`src/rtl/scfp_pkg.sv`:
```
`timescale 1ns / 1ps
// ----------------------------------------------------------------------------
// scfp_pkg: shared types and constants of the serial frame parser
// Phase codes, register indexes, stream widths and the message record that
// the parser hands to the output stage.
// ----------------------------------------------------------------------------
package scfp_pkg;

    // Frame limits and field widths
    localparam int MAX_PAYLOAD   = 8;
    localparam int BYTE_W        = 8;
    localparam int ID_W          = 16;
    localparam int LEN_W         = 4;
    localparam int PAYLOAD_BYTES = 8;
    localparam int COUNT_W       = 4;
    localparam int SLOT_W        = 3;

    // Stream widths: message packs id, length, payload bytes, padded to bytes
    localparam int MSG_BITS      = ID_W + LEN_W + PAYLOAD_BYTES * BYTE_W;
    localparam int M_TDATA_W     = ((MSG_BITS + 7) / 8) * 8;
    localparam int S_TDATA_W     = BYTE_W;

    // Configuration port
    localparam int CFG_INDEX_W   = 1;
    localparam int CFG_DATA_W    = 8;

    localparam logic [CFG_INDEX_W-1:0] REG_START_MARKER = 1'b0;
    localparam logic [CFG_INDEX_W-1:0] REG_END_MARKER   = 1'b1;

    localparam logic [BYTE_W-1:0] START_MARKER_RST = 8'hAA;
    localparam logic [BYTE_W-1:0] END_MARKER_RST   = 8'h55;

    // Parse phases; the unused code acts as waiting for the start marker
    typedef enum logic [2:0] {
        PH_WAIT  = 3'd0,
        PH_ID_HI = 3'd1,
        PH_ID_LO = 3'd2,
        PH_LEN   = 3'd3,
        PH_DATA  = 3'd4,
        PH_CHECK = 3'd5,
        PH_END   = 3'd6
    } phase_t;

    // One completed frame; payload[0] sits in the lowest bits of the payload field
    typedef struct packed {
        logic [PAYLOAD_BYTES-1:0][BYTE_W-1:0] payload;
        logic [LEN_W-1:0]                     length;
        logic [ID_W-1:0]                      id;
    } msg_t;

endpackage

```
`src/rtl/serial_to_can_frame_parser.sv`:
```
`timescale 1ns / 1ps
// A message appears on the master side in the cycle after its end byte is taken.
// Throughput: one byte per cycle while not stalled; the single output register frees itself as it drains.
// The slave side stalls only while a message waits and the master side is stalled.
// Reset (rst_n, asynchronous, active low) returns to hunting for the start marker,
// clears the frame state and the output valid, and loads markers 0xAA and 0x55.
// ----------------------------------------------------------------------------
// serial_to_can_frame_parser: serial byte stream to frame message
// Holds the marker registers and the output register around the parser.
// ----------------------------------------------------------------------------
module serial_to_can_frame_parser #(
    parameter int MAX_PAYLOAD = scfp_pkg::MAX_PAYLOAD
) (
    input  logic                              clk,
    input  logic                              rst_n,
    // configuration write port
    input  logic                              cfg_we,
    input  logic [scfp_pkg::CFG_INDEX_W-1:0]  cfg_index,
    input  logic [scfp_pkg::CFG_DATA_W-1:0]   cfg_data,
    // slave side
    input  logic                              s_axis_tvalid,
    output logic                              s_axis_tready,
    input  logic [scfp_pkg::S_TDATA_W-1:0]    s_axis_tdata,  // [7:0] rx_byte
    // master side
    output logic                              m_axis_tvalid,
    input  logic                              m_axis_tready,
    // [15:0] message_id, [19:16] payload_length, [27:20] payload_0 ...
    // [83:76] payload_7, [87:84] zero
    output logic [scfp_pkg::M_TDATA_W-1:0]    m_axis_tdata
);

    logic [scfp_pkg::BYTE_W-1:0]    start_marker_reg;
    logic [scfp_pkg::BYTE_W-1:0]    end_marker_reg;
    logic                           out_valid_reg, out_valid_next;
    logic [scfp_pkg::M_TDATA_W-1:0] out_data_reg;
    logic                           accept;
    logic                           msg_valid;
    scfp_pkg::msg_t                 msg;

    // Take a byte whenever the output slot is free or draining
    assign s_axis_tready = !out_valid_reg || m_axis_tready;
    assign accept        = s_axis_tvalid && s_axis_tready;

    // Write marker registers
    always_ff @(posedge clk or negedge rst_n)
    begin
        if (!rst_n)
        begin
            start_marker_reg <= scfp_pkg::START_MARKER_RST;
            end_marker_reg   <= scfp_pkg::END_MARKER_RST;
        end
        else if (cfg_we)
        begin
            case (cfg_index)
                scfp_pkg::REG_START_MARKER: start_marker_reg <= cfg_data;
                scfp_pkg::REG_END_MARKER:   end_marker_reg   <= cfg_data;
                default: ;
            endcase
        end
    end

    scfp_parser #(
        .MAX_PAYLOAD (MAX_PAYLOAD)
    ) u_parser (
        .clk          (clk),
        .rst_n        (rst_n),
        .byte_valid   (accept),
        .rx_byte      (s_axis_tdata),
        .start_marker (start_marker_reg),
        .end_marker   (end_marker_reg),
        .msg_valid    (msg_valid),
        .msg          (msg)
    );

    // Load a new message or drop the valid once taken
    always_comb
    begin
        if (msg_valid)
            out_valid_next = 1'b1;
        else if (m_axis_tready)
            out_valid_next = 1'b0;
        else
            out_valid_next = out_valid_reg;
    end

    always_ff @(posedge clk or negedge rst_n)
    begin
        if (!rst_n)
            out_valid_reg <= 1'b0;
        else
            out_valid_reg <= out_valid_next;
    end

    always_ff @(posedge clk)
    begin
        if (msg_valid)
            out_data_reg <= scfp_pkg::M_TDATA_W'(msg);
    end

    assign m_axis_tvalid = out_valid_reg;
    assign m_axis_tdata  = out_data_reg;

endmodule

```
`src/rtl/scfp_parser.sv`:
```
`timescale 1ns / 1ps
// ----------------------------------------------------------------------------
// scfp_parser: byte-wise frame recognizer
// Walks start marker, id, length, payload, checksum and end marker one byte
// per accepted request and flags a completed, checked frame.
// ----------------------------------------------------------------------------
module scfp_parser #(
    parameter int MAX_PAYLOAD = scfp_pkg::MAX_PAYLOAD
) (
    input  logic                        clk,
    input  logic                        rst_n,
    input  logic                        byte_valid,
    input  logic [scfp_pkg::BYTE_W-1:0] rx_byte,
    input  logic [scfp_pkg::BYTE_W-1:0] start_marker,
    input  logic [scfp_pkg::BYTE_W-1:0] end_marker,
    output logic                        msg_valid,
    output scfp_pkg::msg_t              msg
);

    scfp_pkg::phase_t                    phase_reg, phase_next;
    logic [scfp_pkg::ID_W-1:0]           id_reg, id_next;
    logic [scfp_pkg::LEN_W-1:0]          len_reg, len_next;
    logic [scfp_pkg::PAYLOAD_BYTES-1:0][scfp_pkg::BYTE_W-1:0] store_reg, store_next;
    logic [scfp_pkg::COUNT_W-1:0]        count_reg, count_next;
    logic [scfp_pkg::BYTE_W-1:0]         csum_reg, csum_next;

    // Next state and frame bookkeeping
    always_comb
    begin
        phase_next = phase_reg;
        id_next    = id_reg;
        len_next   = len_reg;
        store_next = store_reg;
        count_next = count_reg;
        csum_next  = csum_reg;
        if (byte_valid)
        begin
            case (phase_reg)
                scfp_pkg::PH_ID_HI:
                begin
                    id_next    = {rx_byte, 8'h00};
                    csum_next  = csum_reg ^ rx_byte;
                    phase_next = scfp_pkg::PH_ID_LO;
                end
                scfp_pkg::PH_ID_LO:
                begin
                    id_next    = {id_reg[15:8], rx_byte};
                    csum_next  = csum_reg ^ rx_byte;
                    phase_next = scfp_pkg::PH_LEN;
                end
                scfp_pkg::PH_LEN:
                begin
                    csum_next = csum_reg ^ rx_byte;
                    if (rx_byte <= scfp_pkg::BYTE_W'(MAX_PAYLOAD))
                    begin
                        len_next   = rx_byte[scfp_pkg::LEN_W-1:0];
                        phase_next = (rx_byte == 8'h00) ? scfp_pkg::PH_CHECK
                                                        : scfp_pkg::PH_DATA;
                    end
                    else
                    begin
                        phase_next = scfp_pkg::PH_WAIT;
                    end
                end
                scfp_pkg::PH_DATA:
                begin
                    store_next[count_reg[scfp_pkg::SLOT_W-1:0]] = rx_byte;
                    csum_next  = csum_reg ^ rx_byte;
                    count_next = count_reg + 4'd1;
                    if (count_next >= len_reg)
                        phase_next = scfp_pkg::PH_CHECK;
                end
                scfp_pkg::PH_CHECK:
                begin
                    phase_next = (rx_byte == csum_reg) ? scfp_pkg::PH_END
                                                       : scfp_pkg::PH_WAIT;
                end
                scfp_pkg::PH_END:
                begin
                    phase_next = scfp_pkg::PH_WAIT;
                end
                default:
                begin
                    // Hunt for the start marker; clear the frame on a hit
                    phase_next = scfp_pkg::PH_WAIT;
                    if (rx_byte == start_marker)
                    begin
                        id_next    = '0;
                        len_next   = '0;
                        store_next = '0;
                        count_next = '0;
                        csum_next  = '0;
                        phase_next = scfp_pkg::PH_ID_HI;
                    end
                end
            endcase
        end
    end

    // Flag a finished frame on a matching end marker
    always_comb
    begin
        msg_valid      = 1'b0;
        msg.id         = id_reg;
        msg.length     = len_reg;
        msg.payload    = store_reg;
        case (phase_reg)
            scfp_pkg::PH_END: msg_valid = byte_valid && (rx_byte == end_marker);
            default:          msg_valid = 1'b0;
        endcase
    end

    // Hold parser state
    always_ff @(posedge clk or negedge rst_n)
    begin
        if (!rst_n)
        begin
            phase_reg <= scfp_pkg::PH_WAIT;
            id_reg    <= '0;
            len_reg   <= '0;
            store_reg <= '0;
            count_reg <= '0;
            csum_reg  <= '0;
        end
        else
        begin
            phase_reg <= phase_next;
            id_reg    <= id_next;
            len_reg   <= len_next;
            store_reg <= store_next;
            count_reg <= count_next;
            csum_reg  <= csum_next;
        end
    end

endmodule

```
`config.mk`:
```
export PLATFORM = sky130hd
export DESIGN_NAME = serial_to_can_frame_parser
export DESIGN_NICKNAME = d
export VERILOG_FILES = /design/src/rtl/scfp_pkg.sv /design/src/rtl/serial_to_can_frame_parser.sv /design/src/rtl/scfp_parser.sv
export SDC_FILE = /design/constraint.sdc
export NUM_CORES = 1
export LEC_CHECK = 0
export BUFFER_PORTS_ARGS = -buffer_cell sky130_fd_sc_hd__buf_4
export CORE_MARGIN = 1
export CORE_UTILIZATION = 57
export DETAILED_ROUTE_END_ITERATION = 8
export PLACE_DENSITY = 0.79
export SETUP_SLACK_MARGIN = 0.02
export SYNTH_ARGS = -nofsm -noshare
export SYNTH_HDL_FRONTEND = slang
export SYNTH_SLANG_ARGS = --single-unit
```
`constraint.sdc`:
```
create_clock -name clk -period 14.3 [get_ports clk]
set_clock_uncertainty 0.05 [all_clocks]
set_input_delay 2.86 -clock clk [delete_from_list [all_inputs] [get_ports clk]]
set_output_delay 2.86 -clock clk [all_outputs]
set_load 0.01 [all_outputs]
```
==> flow_metrics.env <==
export IMPL_status="finished clean"
export IMPL_wl_per_cell_um=17.8
export IMPL_fin_nets=779
export IMPL_async_reset_ff_frac=0.580
export IMPL_multi_input_area_sq_um=2450
export IMPL_maxSlewViolCount=0
export IMPL_grt_pass1_vias=5335
export IMPL_place_congestion=0.789
export IMPL_drt_pre_antenna_iters=5
export IMPL_area_growth_pct=17.7
export IMPL_syn_inst=665
export IMPL_finalInstanceArea_sq_um=9610
export IMPL_fmax_ghz=0.156
export IMPL_drive_gt1_frac=0.230
export IMPL_path_class="primary input to output port"
export IMPL_hold_class="flip-flop to flip-flop"
export IMPL_yosys_area_top_type_share=0.331
export IMPL_hold_buffers=0
export IMPL_rsz0062_at_grt="false"
export IMPL_swShare=0.280
export IMPL_required_ns=11.39
export IMPL_start_kind="primary input"
export IMPL_power_frac_seq=0.520
export IMPL_row_count=43
export IMPL_setup_tns_ns=0
export IMPL_largest_reg_flops=84
export IMPL_post_dp_hpwl_um=10900
export IMPL_htree_levels=4
export IMPL_max_cap_violations=0
export IMPL_viasPerCell=5.74
export IMPL_die_h_um=122
export IMPL_cts_root_buffer="clkbuf_16"
export IMPL_synth_largest_area_cell="dfrtp_1"
export IMPL_seq_area_frac_synth=0.666
export IMPL_powerDensity_nw_per_um2=155
export IMPL_drc=0
export IMPL_vias=5420
export IMPL_synth_flop_cell="dfrtp_1"
export IMPL_core_sq_um=13900
export IMPL_io_pins=112
export IMPL_hold_viol_final=0
export IMPL_avgSynthCellArea_sq_um=12.3
export IMPL_routed_wl_um=16800
export IMPL_grt_overflow_total=0
export IMPL_synth_most_common_cell="nand2_1"
export IMPL_yosys_warnings=0
export IMPL_pwr_share_clk=0.314
export IMPL_cts_sinks=200
export IMPL_period_minus_slack_ns=6.40
export IMPL_final_period_utilization=0.447
export IMPL_vdd_ir_drop_max_v=0.000104
export IMPL_die_x_um=122
export IMPL_critPathCaptureType="output port"
export IMPL_maxSlewHeadroom=0.331
export IMPL_critPathMaxFanout=5
export IMPL_drt_iter0_drc=482
export IMPL_switching_power_w=0.000416
export IMPL_synth_edf_count=84
export IMPL_grt_max_degree=69
export IMPL_ys_types=56
export IMPL_dieArea_sq_um=14800
export IMPL_grt_antenna_before_repair=0
export IMPL_initial_core_util=0.586
export IMPL_cts_tree="done"
export IMPL_grt_pass1_wl_um=26600
export IMPL_n_fill_cell=978
export IMPL_ant_nets=0
export IMPL_p_leak_nw=3.91
export IMPL_tightestPinTransition_ns=0.996
export IMPL_place_area_sq_um=9030
export IMPL_antenna_cells=0
export IMPL_intPower_w=0.00107
export IMPL_crit_arrival_ns=3.49
export IMPL_post_cts_buffers=0
export IMPL_port_buffers=107
export IMPL_grt_usage=0.241
export IMPL_synth_common_cells="nand2_1, dfrtp_1, edfxtp_1"
export IMPL_ctsResizeCount=0
export IMPL_insertion_delay_ns=0.43
export IMPL_numCtsBuffers=17
export IMPL_synth_seq_cells=200
export IMPL_setup_viol=0
export IMPL_regArea_sq_um=5440
export IMPL_clk_pin_slew_ns=0.07
export IMPL_clockBufferDepth=2
export IMPL_pwr_share_comb=0.166
export IMPL_synthesis_area_sq_um=8160
export IMPL_ys_top_cells_by_area="dfrtp_1, edfxtp_1, nand2_1, dfstp_2, o21ai_1"
export IMPL_final_util=0.689
stage by stage:
stage          worst slack [ns]  hold slack (ns)  power [W]  std cells
3_5_place_dp               7.92            0.383    0.00103        913
3_3_place_gp               7.96            0.386    0.00101        913
2_1_floorplan              1.90            0.375   0.000959        668
6_report                   7.90            0.399    0.00149        944
5_1_grt                    7.84            0.413    0.00155        944
4_1_cts                    7.91            0.400    0.00149        944
cell type report:
type | count | area share
Timing Repair Buffer | 111 | 0.0867
Inverter | 22 | 0.00860
Clock buffer | 19 | 0.0451
Sequential cell | 200 | 0.566
Multi-Input combinational cell | 400 | 0.256
Tap cell | 180 | 0.0234
Clock inverter | 12 | 0.0148
layer usage:
metal	global-route usage	share of wire	routed length [um]
met5	0	0	0
met4	0.0995	0.020	336
met3	0.0566	0.066	1110
met2	0.398	0.51	8480
met1	0.307	0.41	6850
placed cells by master (no fill, tap or decap), types with 4 or more instances in the layout:
cell type and n:
nand2_1 137, buf_4 111, dfrtp_1 108, edfxtp_1 84, o21ai_1 37, o21ai_0 34
inv_1 22, nand2b_1 19, mux2i_1 17, clkbuf_16 17, mux2_2 16, xnor2_1 15
o2bb2ai_1 14, a22oi_1 12, xor2_1 11, a22o_1 8, dfstp_2 8, a21oi_1 7
nand4_1 6, nand3_1 6, nor2_1 6, nor3_1 6, ha_1 5, conb_1 4
worst paths after layout:
| path | start | to | slack (ns) | cells past startpoint |
|---|---|---|---|---|
| setup / recovery | m_axis_tready | s_axis_tready | 7.90 | 4 |
| hold / removal | u_parser.id_reg[14] | m_axis_tdata[14] | 0.40 | 0 |
| setup reg to reg | u_parser.phase_reg[2] | u_parser.msg[37] | 11.51 | 5 |
| hold reg to reg | u_parser.id_reg[14] | m_axis_tdata[14] | 0.40 | 0 |
| max in group asynchronous | rst_n | u_parser.msg[45] | 10.54 | 2 |
| min in group asynchronous | rst_n | u_parser.msg[82] | 2.38 | 1 |
logic make-up (layout without fill, tap and decap cells):
logic type / after synthesis / count (layout) / share of synthesized area
AO/OA/AOI/OAI: 122 / 122 / 0.0953
XOR/XNOR: 26 / 26 / 0.0279
adder cells (fa/ha/maj): 5 / 5 / 0.00766
buffers and inverters: 68 / 164 / 0.0363
flip-flops: 200 / 200 / 0.666
multiplexers: 33 / 33 / 0.0429
other: 1 / 4 / 0.000459
AND/OR/NAND/NOR: 210 / 210 / 0.124
critical path, stage by stage:
cell     delay (ns)
buf_4          0.11
nor2b_1        0.21
inv_1          0.15
buf_4          0.17
power by group through the flow:
stage                     registers, W  logic (W)  clock network [W]
after floorplan               0.000745   0.000214                  0
after global placement        0.000776   0.000231                  0
after detailed placement      0.000783   0.000244                  0
after CTS                     0.000772   0.000247           0.000471
after global routing          0.000783   0.000277           0.000494
final                         0.000774   0.000247           0.000468
Power figures use the tool's default switching activity.
